[config.mk]
export PLATFORM = sky130hd
export DESIGN_NAME = svm_norm_cell
export DESIGN_NICKNAME = d
export VERILOG_FILES = /design/src/svm_pkg.sv /design/src/svm_norm_cell.sv
export SDC_FILE = /design/constraint.sdc
export NUM_CORES = 1
export LEC_CHECK = 0
export BUFFER_PORTS_ARGS = -buffer_cell sky130_fd_sc_hd__buf_4
export CAP_MARGIN = 20
export CORE_AREA = 5 5 191 193
export CTS_CLUSTER_SIZE = 10
export DETAILED_ROUTE_END_ITERATION = 8
export DIE_AREA = 0 0 196 198
export PLACE_DENSITY_LB_ADDON = 0.05
export SLEW_MARGIN = 0
export SYNTH_ARGS = -nofsm -noshare
export SYNTH_HDL_FRONTEND = slang
export SYNTH_SLANG_ARGS = --single-unit
[constraint.sdc]
create_clock -name clock -period 2.1 [get_ports clock]
set_clock_uncertainty 0.05 [all_clocks]
set_input_delay 0.42 -clock clock [delete_from_list [all_inputs] [get_ports clock]]
set_output_delay 0.42 -clock clock [all_outputs]
set_load 0.05 [all_outputs]
[src/svm_pkg.sv]
// Shared types, constants and tables of the spectral vocal mask bin unit.
package svm_pkg;

   localparam int CORDIC_STAGES_DEF = 18;

   localparam int SMP_W      = 32;
   localparam int BIN_W      = 13;
   localparam int MODE_W     = 3;
   localparam int STR_W      = 17;
   localparam int RATE_W     = 18;
   localparam int FFT_W      = 14;
   localparam int CSR_ADDR_W = 2;
   localparam int CSR_DATA_W = 18;
   localparam int REQ_W      = 144;
   localparam int RSP_W      = 64;

   localparam int POW_W  = 64;
   localparam int SCL_W  = 97;
   localparam int NORM_W = 46;
   localparam int TOP_W  = SCL_W - NORM_W;
   localparam int ROOT_W = 32;
   localparam int DEN_W  = 47;
   localparam int GAIN_W = 17;
   localparam int ANG_W  = 32;
   localparam int CRD_W  = 36;

   localparam logic [CSR_ADDR_W-1:0] CSR_MASK_MODE   = 2'd0;
   localparam logic [CSR_ADDR_W-1:0] CSR_STRENGTH    = 2'd1;
   localparam logic [CSR_ADDR_W-1:0] CSR_SAMPLE_RATE = 2'd2;
   localparam logic [CSR_ADDR_W-1:0] CSR_FFT_SIZE    = 2'd3;

   typedef enum logic [MODE_W-1:0] {
      MODE_SOFT   = 3'd0,
      MODE_SUB    = 3'd1,
      MODE_WIENER = 3'd2,
      MODE_WEIGHT = 3'd3,
      MODE_PHASE  = 3'd4
   } mode_type;

   localparam logic [STR_W-1:0]  STR_RST  = 17'd65536;
   localparam logic [RATE_W-1:0] RATE_RST = 18'd44100;
   localparam logic [FFT_W-1:0]  FFT_RST  = 14'd2048;

   localparam logic [GAIN_W-1:0] GAIN_ONE     = 17'd65536;
   localparam logic [GAIN_W-1:0] WIENER_FLOOR = 17'd655;
   localparam logic [GAIN_W-1:0] PHASE_BASE   = 17'd45875;
   localparam logic [14:0]       PHASE_SLOPE  = 15'd19661;
   localparam logic [6:0]        BAND_LO      = 7'd80;
   localparam logic [10:0]       BAND_HI      = 11'd1100;
   localparam logic [ANG_W-1:0]  ANGLE_HALF   = 32'h8000_0000;

   typedef struct packed {
      logic [POW_W-1:0] rest;
      logic [POW_W-1:0] root;
   } sqrt_state_type;

   typedef struct packed {
      logic signed [CRD_W-1:0] x;
      logic signed [CRD_W-1:0] y;
      logic [ANG_W-1:0]        z;
      logic                    zero;
   } cordic_state_type;

   typedef struct packed {
      logic [DEN_W-1:0]  rest;
      logic [DEN_W-1:0]  den;
      logic [GAIN_W-1:0] quo;
   } div_state_type;

   typedef struct packed {
      logic [TOP_W-1:0] t;
      logic [SCL_W-1:0] p;
      logic [SCL_W-1:0] a;
   } norm_state_type;

   function automatic logic [ANG_W-1:0] atan_turn(input int idx);
      logic [ANG_W-1:0] v;
      case (idx)
         0:  v = 32'd536870912;
         1:  v = 32'd316933406;
         2:  v = 32'd167458907;
         3:  v = 32'd85004756;
         4:  v = 32'd42667331;
         5:  v = 32'd21354465;
         6:  v = 32'd10679838;
         7:  v = 32'd5340245;
         8:  v = 32'd2670163;
         9:  v = 32'd1335087;
         10: v = 32'd667544;
         11: v = 32'd333772;
         12: v = 32'd166886;
         13: v = 32'd83443;
         14: v = 32'd41722;
         15: v = 32'd20861;
         16: v = 32'd10430;
         17: v = 32'd5215;
         18: v = 32'd2608;
         19: v = 32'd1304;
         20: v = 32'd652;
         21: v = 32'd326;
         22: v = 32'd163;
         23: v = 32'd81;
         24: v = 32'd41;
         25: v = 32'd20;
         26: v = 32'd10;
         27: v = 32'd5;
         28: v = 32'd3;
         29: v = 32'd1;
         30: v = 32'd1;
         default: v = 32'd0;
      endcase
      return v;
   endfunction

endpackage

[src/svm_norm_cell.sv]
// One step of the binary normalizing shift of the two power words.
module svm_norm_cell import svm_pkg::*; #(
   parameter int SHIFT = 1,
   parameter int TEST  = 1
) (
   input  logic           clock,
   input  logic           en,
   input  norm_state_type st_i,
   output norm_state_type st_ff
);

   norm_state_type st_in;

   always_comb begin
      st_in = st_i;
      if ((st_i.t >> TEST) != '0) begin
         st_in.t = st_i.t >> SHIFT;
         st_in.p = st_i.p >> SHIFT;
         st_in.a = st_i.a >> SHIFT;
      end
   end

   always_ff @(posedge clock) begin
      if (en) begin
         st_ff <= st_in;
      end
   end

endmodule
### Word-level counts from Yosys, hierarchy flattened

Index checks and enable logic that the tools add are counted.

| cells by class | value |
|---|---|
| add/subtract/negate cells | 0 |
| eq/ne operators | 0 |
| reductions and logical operators | 1 |
| multipliers | 0 |
| divide/modulo/power cells | 0 |
| bitwise gates (word level) | 0 |
| shifts and indexed selects | 0 |
| muxes and demuxes | 1 |
| order comparisons | 0 |

Operators by type and width:

| cell | number |
|---|---|
| two-way mux 244 bit | 1 |
| nonzero test 51 bit | 1 |

| word-level totals | value |
|---|---|
| flip-flop bits (word level) | 245 |
| bits in latches | 0 |
| input port bits | 247 |
| memory bits (read-only) | 0 |
| RAM bits | 0 |
| output and inout port bits | 245 |
| memories kept | 0 |

### Logic depth before layout (Yosys ltp)

Gate-level depths: netlist of the first run.

| depth | value |
|---|---|
| depth in word-level cells | 2 |
| gate-level depth with buffers | 6 |
| gate-level depth less buffers | 4 |

### Worst setup path after synthesis of the first run

OpenSTA, ideal clock, no wires.

| timing path | value |
|---|---|
| path type | input to register |
| start | input port st_i[235] (netlist bit) |
| end | register st_ff[46] (netlist bit) (data pin) |
| cell stages on the path | 6 |
| required time | 1.790 ns |
| setup slack | -0.180 ns |
| data arrival time | 1.970 ns |
| library setup time | 0.260 ns |
| path through | nor4_1 -> nand4_1 -> nor4_2 -> buf_2 -> buf_4 -> mux2_2 |

RTL lines:

| element | RTL line | RTL |
|---|---|---|
| from (decl) | svm_norm_cell.sv:8 | `input norm_state_type st_i,` |
| to (signal assigned) | svm_norm_cell.sv:25 | `st_ff <= st_in;` |
| to (decl) | svm_norm_cell.sv:9 | `output norm_state_type st_ff` |

==> reports/qor.txt, run 1 <==
Outcome: finished, final reports clean
Hold violation count in the final report: 0
Clock tree from TritonCTS: built
Clock sink count: 245
Detailed-route DRC error count: 0
Cells after synthesis: 529
Number of primary I/O pins: 492
Critical path arrival: 2.33 ns
Syn Nets: 776
Largest area contributor in the netlist: edfxtp_1
Crit path capture type: register
Floorplan row count: 68
Crit path from: st_i[223]
Detailed Place HPWL: 25000 um
Worst-case clock buffer depth: 3
Total Routing Usage GR: 0.154
First-iteration detailed-routing DRC count: 188
Footprint of the multi-input gates: 2650 um2
Crit path required time: 2.34 ns
Type of the tightest min-delay check: in2reg
Most frequent CP cell: buf_4
Total count of max-transition violations in the final report: 0
Beginning of the worst hold path: st_i[215]
Critical path start-end classification: in2reg
Die area: 38800 um2
Clock input transition at the sequential cells of the worst setup and hold paths: 0.05 ns
Largest register FFs: 245
Hold Path Stages: 1
Library cells used by synthesis: 15
Via count normalized by instance count: 4.32
Global-route wire length before repair: 45200 um
Standby leakage power: 0.00655 uW
Fraction of layout instances using a drive strength above 1: 0.719
Length of the first detailed-routing pass in iterations: 4
Maximum achievable frequency: 477 MHz
Crit path max fanout: 7
Final Power: 13500 uW
Effective utilization at floorplan: 0.290
Kind of launch point of the worst setup path: primary input
Leading registers by flop count: st_ff x245
Count of max-cap constraint violations: 0
Overflow left after global routing: 0
Final wirelength: 32900 um
Most area-consuming cells after synthesis: edfxtp_1, mux2_2, clkbuf_1
Count of H-tree levels built during CTS: 1
Flop and latch count out of synthesis: 245
Share of the synthesized area in the top cell type: 0.737
Worst Hold Slack: 0.0167 ns
Cell breakdown of the critical path: buf_4 > nor4_4 > buf_4 > nand3_1 > buf_4 > nor4_4 > buf_4 > clkbuf_16 > buf_8 > mux2_4
Power per standard cell area: 842 nW/um2
YS warnings: 0
Floorplan die width: 196 um
Total number of nets in the final design: 1303
Number of antenna violations at the first check in global routing: 4
Final count of negative-setup-slack endpoints: 0
Shortest clock period the worst path allows after layout: 2.10 ns
Signed area change from the synthesized netlist to the final layout: 60.7%
Peak supply drop: 0.664 mV
Count of port buffers added during placement: 491
Most frequent cells in the layout: buf_4, edfxtp_1, mux2_2
Routed vias: 6592
Number of fill cells in the layout: 3121
Number of global-route vias before repair: 7110
Worst Hold Endpoint: st_ff[214]$_DFFE_PP_
Pin count of the biggest net entering global routing: 67
Largest register by flop count: st_ff
Die Y: 198 um
Num CTS Buffers: 30
Antenna violation net count after detailed routing: 0
Slowest cell on the critical path: nor4_4
Unrepaired setup endpoints after global routing: yes
Synthesized area divided by synthesized cell count: 18.9 um2
CORE AREA: 34400 um2
Sequential cell area fraction in the yosys report: 0.737
Clock root buffer: clkbuf_16
GP Congestion: 0.753
Cell Area, Synth: 9980 um2
Delay of the slowest critical-path stage: 0.33 ns
Most common cell after layout, fill and taps aside: buf_4
Area of all sequential standard cells: 7360 um2
Mean routed wirelength per cell: 21.6 um
Tcrit/Tclk final: 0.998
worst max-delay path, delay by kind of cell:
family	cells	cell delay, ns
buffers and inverters	6	0.94
muxes	1	0.30
and+or+nand+nor	3	0.66
cells in the mapped netlist, drive strengths merged:
master	instances
a21o	1
and2	2
buf	21
clkbuf	49
conb	1
edfxtp	245
mux2	192
nand2	1
nand3	1
nand4	2
nor2	1
nor4	13
what timing repair did:
item                                   4_1_cts  5_1_grt
setup endpoints to repair                  192      184
gates cloned                                 0        4
endpoints found under the hold margin       24        3
pin swaps                                    0        4
hold buffers                                24        2
resized for setup                            3       52
buffers inserted                             1        4
report_power, final:
| part | total, uW | switching [uW] | internal [uW] |
|---|---|---|---|
| Clock | 4750 | 1870 | 2870 |
| Sequential | 5930 | 111 | 5820 |
| Combinational | 2840 | 1850 | 994 |
| Total | 13500 | 3830 | 9690 |
cell type report:
cell class                      count  area share
Clock inverter                      6     0.00484
Antenna cell                        2    0.000312
Clock buffer                       38      0.0500
Multi-Input combinational cell    214       0.165
Sequential cell                   245       0.459
Timing Repair Buffer              565       0.286
Tap cell                          455      0.0355
metal layers:
metal / vias up / part of all wire / track usage / wire, um
li1: 3083 / - / - / -
met1: 3177 / 0.33 / 0.157 / 10900
met2: 283 / 0.53 / 0.281 / 17500
met3: 43 / 0.11 / 0.0750 / 3780
met4: 6 / 0.020 / 0.0416 / 660
met5: - / 0.0018 / 0 / 60
logic make-up after synthesis:
| logic type | Yosys count | synth area share |
|---|---|---|
| flops | 245 | 0.737 |
| other cells | 1 | 0.000376 |
| compound gates | 1 | 0.000752 |
| buf+inv | 70 | 0.0327 |
| simple gates | 20 | 0.0125 |
| mux | 192 | 0.217 |
worst max path at each step:
stage                                       to  slack, ns
after floorplan           st_ff[100]$_DFFE_PP_      -0.11
after global placement    st_ff[171]$_DFFE_PP_      -0.81
after detailed placement  st_ff[153]$_DFFE_PP_      -0.82
after CTS                 st_ff[153]$_DFFE_PP_      -0.03
after global routing       st_ff[31]$_DFFE_PP_      -0.06
final                       st_ff[0]$_DFFE_PP_      0.003
through the flow:
stage                     setup TNS (ns)  instance area, um2   util  setup slack [ns]  std cells
after global routing               -4.83               16000  0.467           -0.0587       1524
after detailed placement         -150.73               14500  0.423            -0.822       1444
after global placement           -149.79               14500  0.423            -0.809       1444
after floorplan                   -17.69               10200      -            -0.114        529
final                                  0               16000  0.467           0.00329       1525
after CTS                         -0.475               15700  0.456           -0.0272       1513
(Power assumes the default switching activity.)
==> inputs of run 2 (changes only) <==
--- a/config.mk
+++ b/config.mk
@@ -5,12 +5,12 @@
 export SDC_FILE = /design/constraint.sdc
 export NUM_CORES = 1
 export LEC_CHECK = 0
-export BUFFER_PORTS_ARGS = -buffer_cell sky130_fd_sc_hd__buf_4
+export BUFFER_PORTS_ARGS = -buffer_cell sky130_fd_sc_hd__buf_2
 export CAP_MARGIN = 20
-export CORE_AREA = 5 5 191 193
+export CORE_AREA = 5 5 188 190
 export CTS_CLUSTER_SIZE = 10
 export DETAILED_ROUTE_END_ITERATION = 8
-export DIE_AREA = 0 0 196 198
+export DIE_AREA = 0 0 193 195
 export PLACE_DENSITY_LB_ADDON = 0.05
 export SLEW_MARGIN = 0
 export SYNTH_ARGS = -nofsm -noshare
==> constraint.sdc (replaced) <==
create_clock -name clock -period 2.23 [get_ports clock]
set_clock_uncertainty 0.05 [all_clocks]
set_input_delay 0.446 -clock clock [delete_from_list [all_inputs] [get_ports clock]]
set_output_delay 0.446 -clock clock [all_outputs]
set_load 0.05 [all_outputs]
==> run 2 against run 1 <==
Compared with the run above:
- combinational power fell by 19%
- critical path depth fell by 2
- global-route usage rose by 0.76 points
- critical path type unchanged
- hold slack improved by 0.028 ns
==> reports/qor.txt, run 2 (same netlist as run 1, synthesis figures left out) <==
Overflow left after global routing: 0
Critical path start-end classification: in2reg
Cell breakdown of the critical path: buf_2 > nor4_2 > buf_4 > nand4_1 > nor4_4 > buf_4 > buf_12 > mux2_2
Slowest cell on the critical path: mux2_2
Antenna violation net count after detailed routing: 0
Mean routed wirelength per cell: 21.5 um
Total Routing Usage GR: 0.162
Tcrit/Tclk final: 0.973
Num CTS Buffers: 30
First-iteration detailed-routing DRC count: 166
Worst-case clock buffer depth: 3
Hold Path Stages: 1
Kind of launch point of the worst setup path: primary input
Standby leakage power: 0.00579 uW
Clock root buffer: clkbuf_16
Signed area change from the synthesized netlist to the final layout: 41.5%
Power per standard cell area: 865 nW/um2
Clock input transition at the sequential cells of the worst setup and hold paths: 0.05 ns
Crit path required time: 2.47 ns
# resized after CTS: 4
Maximum achievable frequency: 461 MHz
Outcome: finished, final reports clean
Length of the first detailed-routing pass in iterations: 4
Final Power: 12200 uW
Clock tree from TritonCTS: built
Floorplan row count: 67
Most frequent cells in the layout: buf_2, edfxtp_1, mux2_2
Detailed Place HPWL: 25500 um
Via count normalized by instance count: 4.38
Total number of nets in the final design: 1286
Most frequent CP cell: buf_4
CORE AREA: 33300 um2
Type of the tightest min-delay check: in2reg
Number of buffers inserted by post-CTS setup repair: 0
Count of port buffers added during placement: 491
Leading registers by flop count: st_ff x245
Delay of the slowest critical-path stage: 0.37 ns
Routed vias: 6580
Pin count of the biggest net entering global routing: 53
Beginning of the worst hold path: st_i[211]
Floorplan die width: 193 um
Number of primary I/O pins: 492
Fraction of layout instances using a drive strength above 1: 0.731
Standard cell area after detailed placement: 13200 um2
Clock sink count: 245
Final count of negative-setup-slack endpoints: 0
Die area: 37600 um2
Unrepaired setup endpoints after global routing: yes
Shortest clock period the worst path allows after layout: 2.17 ns
Peak supply drop: 0.528 mV
Crit path capture type: register
Die Y: 195 um
Effective utilization at floorplan: 0.300
GP Congestion: 0.775
Hold violation count in the final report: 0
Total count of max-transition violations in the final report: 0
Largest register FFs: 245
Post-layout instance area: 14100 um2
Global-route wire length before repair: 45700 um
Count of max-cap constraint violations: 0
Number of global-route vias before repair: 7284
Crit path max fanout: 32
Count of H-tree levels built during CTS: 1
Most common cell after layout, fill and taps aside: buf_2
Hold-fix buffer count after cts: 0
Detailed-route DRC error count: 0
Final wirelength: 32300 um
Critical path arrival: 2.41 ns
Number of antenna violations at the first check in global routing: 12
Worst Hold Endpoint: st_ff[210]$_DFFE_PP_
Largest register by flop count: st_ff
Post-Route Utilization: 0.424
## run 2: metrics by stage
| step | TNS, ns | setup WS [ns] | instances | hold slack [ns] |
|---|---|---|---|---|
| 2_1_floorplan | -2.50 | -0.0224 | 529 | 0.508 |
| 3_3_place_gp | -127.73 | -0.688 | 1455 | 0.588 |
| 3_5_place_dp | -124.10 | -0.688 | 1455 | 0.591 |
| 4_1_cts | 0 | 0.0453 | 1499 | 0.0167 |
| 5_1_grt | -0.306 | -0.0288 | 1502 | 0.0197 |
| 6_report | 0 | 0.0598 | 1502 | 0.0450 |
## run 2: area by class of cell
cell class / count / area [um2]
antenna: 3 / 7.51
clock buffer: 38 / 802
clock inverter: 6 / 53.8
fill: 3185 / 19200
multi-input combinational: 214 / 2330
sequential: 245 / 7360
tap: 448 / 561
timing repair buffer: 548 / 3010
## run 2: how the worst max path moves through the flow
stage | startpoint | to | cells after the start
5_1_grt | st_i[199] | st_ff[58]$_DFFE_PP_ | 8
2_1_floorplan | st_i[220] | st_ff[146]$_DFFE_PP_ | 6
4_1_cts | st_i[199] | st_ff[58]$_DFFE_PP_ | 8
3_5_place_dp | st_i[200] | st_ff[58]$_DFFE_PP_ | 7
3_3_place_gp | st_i[200] | st_ff[174]$_DFFE_PP_ | 7
6_report | st_i[199] | st_ff[57]$_DFFE_PP_ | 8
## run 2: where the power goes
part           leakage (uW)  switching (uW)  internal (uW)  total, uW
clock network      0.000415            1760           2590       4350
registers           0.00240            86.2           5470       5560
logic               0.00298            1730            566       2300
total               0.00579            3580           8630      12200
## run 2: layer usage
| layer | part of all wire | global-route usage | vias to the layer above |
|---|---|---|---|
| met5 | 0.0034 | 0 | - |
| met4 | 0.023 | 0.0407 | 18 |
| met3 | 0.11 | 0.0705 | 58 |
| met2 | 0.52 | 0.293 | 299 |
| met1 | 0.35 | 0.172 | 3143 |
| li1 | - | - | 3062 |
## run 2: critical path, delay by kind of cell
family                 cells  cell delay (ns)
multiplexers               1             0.37
AND/OR/NAND/NOR            3             0.83
buffers and inverters      4             0.74
==> inputs of run 3 (changes only) <==
--- a/config.mk
+++ b/config.mk
@@ -5,13 +5,14 @@
 export SDC_FILE = /design/constraint.sdc
 export NUM_CORES = 1
 export LEC_CHECK = 0
+export ABC_AREA = 1
 export BUFFER_PORTS_ARGS = -buffer_cell sky130_fd_sc_hd__buf_2
 export CAP_MARGIN = 20
-export CORE_AREA = 5 5 188 190
+export CORE_AREA = 5 5 190 192
 export CTS_CLUSTER_SIZE = 10
 export DETAILED_ROUTE_END_ITERATION = 8
-export DIE_AREA = 0 0 193 195
-export PLACE_DENSITY_LB_ADDON = 0.05
+export DIE_AREA = 0 0 195 197
+export PLACE_DENSITY = 0.56
 export SLEW_MARGIN = 0
 export SYNTH_ARGS = -nofsm -noshare
 export SYNTH_HDL_FRONTEND = slang
==> run 3 against run 2 <==
Compared with the run above:
- global-route usage is 1.3 points higher
- highest routed layer unchanged
- sequential share of layout area is 0.67 points lower
- fmax is 26% higher
==> reports/qor.txt, run 3 <==
Outcome: finished, final reports clean
GR Util met2: 0.305
Unrepaired setup endpoints after global routing: no
Tcrit/Tclk final: 0.774
Hold-fix buffer count after cts: 0
Via count normalized by instance count: 4.64
Floorplan die width: 195 um
GP Congestion: 0.862
Number of enable-type register cells in the synthesized netlist: 245
Slowest cell on the critical path: edfxtp_1
Crit path required time: 1.73 ns
Clock root buffer: clkbuf_16
Peak supply drop: 0.576 mV
Worst Hold Slack: 0.0467 ns
Worst-case clock buffer depth: 3
Die Y: 197 um
Clock sink count: 245
YS warnings: 0
Count of H-tree levels built during CTS: 1
Post-route non-filler standard cell count: 1903
Most common library cells after synthesis: nand2_1, edfxtp_1, nand3_1, clkbuf_1, buf_2
Synthesized area divided by synthesized cell count: 10.6 um2
Standby leakage power: 0.00663 uW
Most common cell after layout, fill and taps aside: buf_2
Number of buffers inserted by post-CTS setup repair: 0
Largest register by flop count: st_ff
Shortest clock period the worst path allows after layout: 1.73 ns
Most frequent cells in the layout: buf_2, nand2_1, edfxtp_1
Die area: 38400 um2
Cell breakdown of the critical path: buf_2
Num CTS Buffers: 29
Mean routed wirelength per cell: 19.1 um
Met1 routing resource usage after global routing: 0.211
Clock tree from TritonCTS: built
Final wirelength: 36300 um
Total number of nets in the final design: 1684
Prevailing post-synth register cell: edfxtp_1
Cell Area, Synth: 10500 um2
Leading registers by flop count: st_ff x245
Hold violation count in the final report: 0
# resized after CTS: 0
Worst-case setup margin in the final layout: 0.503 ns
Detailed Place HPWL: 27200 um
Floorplan row count: 68
Count of port buffers added during placement: 491
Post-layout instance area: 14300 um2
Syn Nets: 1235
Detailed-route DRC error count: 0
Total Routing Usage GR: 0.175
Number of global-route vias before repair: 8810
Worst Setup Slack post-DPL: -0.100 ns
Global-route wire length before repair: 52700 um
First-iteration detailed-routing DRC count: 584
Total buffers and inverters traversed by the critical path: 1
Number of antenna violations at the first check in global routing: 6
Share of the synthesized area in the top cell type: 0.702
Largest delay share family, worst path: flip-flops
Delay of the slowest critical-path stage: 0.41 ns
Flop and latch count out of synthesis: 245
Crit path capture type: output pin
Crit path max fanout: 1
Type of the tightest min-delay check: in2reg
Routed vias: 8832
Fraction of layout instances using a drive strength above 1: 0.390
Sequential cell area fraction in the yosys report: 0.702
Total count of max-transition violations in the final report: 0
Critical path arrival: 1.23 ns
Largest register FFs: 245
Met3 Use GR: 0.0463
Library cell with the highest instance count after synthesis: nand2_1
Kind of launch point of the worst setup path: register
Count of max-cap constraint violations: 0
Maximum achievable frequency: 579 MHz
Proportion of synthesized flip-flops having asynchronous set or reset: 0
Overflow left after global routing: 0
Pin count of the biggest net entering global routing: 62
Critical path start-end classification: reg2out
Signed area change from the synthesized netlist to the final layout: 36.5%
Length of the first detailed-routing pass in iterations: 5
Most area-consuming cells after synthesis: edfxtp_1, nand2_1, nand3_1
Most used routing layer in global routing: met2
DP Cell Count: 1861
Antenna violation net count after detailed routing: 0
Largest area contributor in the netlist: edfxtp_1
Library cells used by synthesis: 15
Standard cell area after detailed placement: 13500 um2
Effective utilization at floorplan: 0.306
CORE AREA: 34200 um2
Number of fill cells in the layout: 3455
Clock input transition at the sequential cells of the worst setup and hold paths: 0.06 ns
Power per standard cell area: 837 nW/um2
Number of primary I/O pins: 492
Final count of negative-setup-slack endpoints: 0
Cells after synthesis: 988
==> run 3: cell count changes after synthesis, sizes merged, moves of 3 or more <==
cell | previous run | this run
nand3 | 1 | 193
buf | 21 | 56
nor2 | 1 | 33
clkbuf | 49 | 56
mux2 | 192 | 0
nand2 | 1 | 398
inv | 0 | 3
nor4 | 13 | 0
==> run 3: path summary, 6_finish.rpt <==
path / start / end / slack (ns) / cells after the start
max: st_ff[155]$_DFFE_PP_ / st_ff[155] / 0.50 / 1
min: st_i[243] / st_ff[242]$_DFFE_PP_ / 0.05 / 1
==> run 3: per-stage QoR <==
step           total power, uW  TNS (ns)  utilization
2_1_floorplan             7110         0            -
3_3_place_gp              7920     -4.05        0.395
3_5_place_dp              7940     -6.90        0.395
4_1_cts                  12200         0        0.418
5_1_grt                  12400         0        0.418
6_report                 12000         0        0.418
==> run 3: final cells by class <==
class,instances,area (um2),area share
clock inverter,5,45.0,0.00315
multi-input combinational,628,2640,0.184
inverter,3,11.3,0.000787
clock buffer,32,737,0.0515
timing repair buffer,530,2940,0.205
tap,455,569,0.0398
antenna,5,12.5,0.000875
sequential,245,7360,0.514
==> run 3: cells by family (layout without fill, tap and decap cells) <==
family	count (synthesis)	count (layout)	share of synthesized area
buf+inv	115	570	0.0483
flops	245	245	0.702
other cells	1	6	0.000358
simple gates	627	627	0.249
==> run 3: power by group <==
group          switching, uW  internal (uW)
logic                   1770            480
registers               95.7           5480
clock network           1750           2410
total                   3620           8360
==> run 3: layer usage <==
| metal | vias to the layer above | wire length, um | part of all wire |
|---|---|---|---|
| met5 | - | 7 | 0.00019 |
| met4 | 2 | 1230 | 0.034 |
| met3 | 70 | 2780 | 0.077 |
| met2 | 413 | 18300 | 0.50 |
| met1 | 4133 | 14000 | 0.39 |
| li1 | 4214 | - | - |
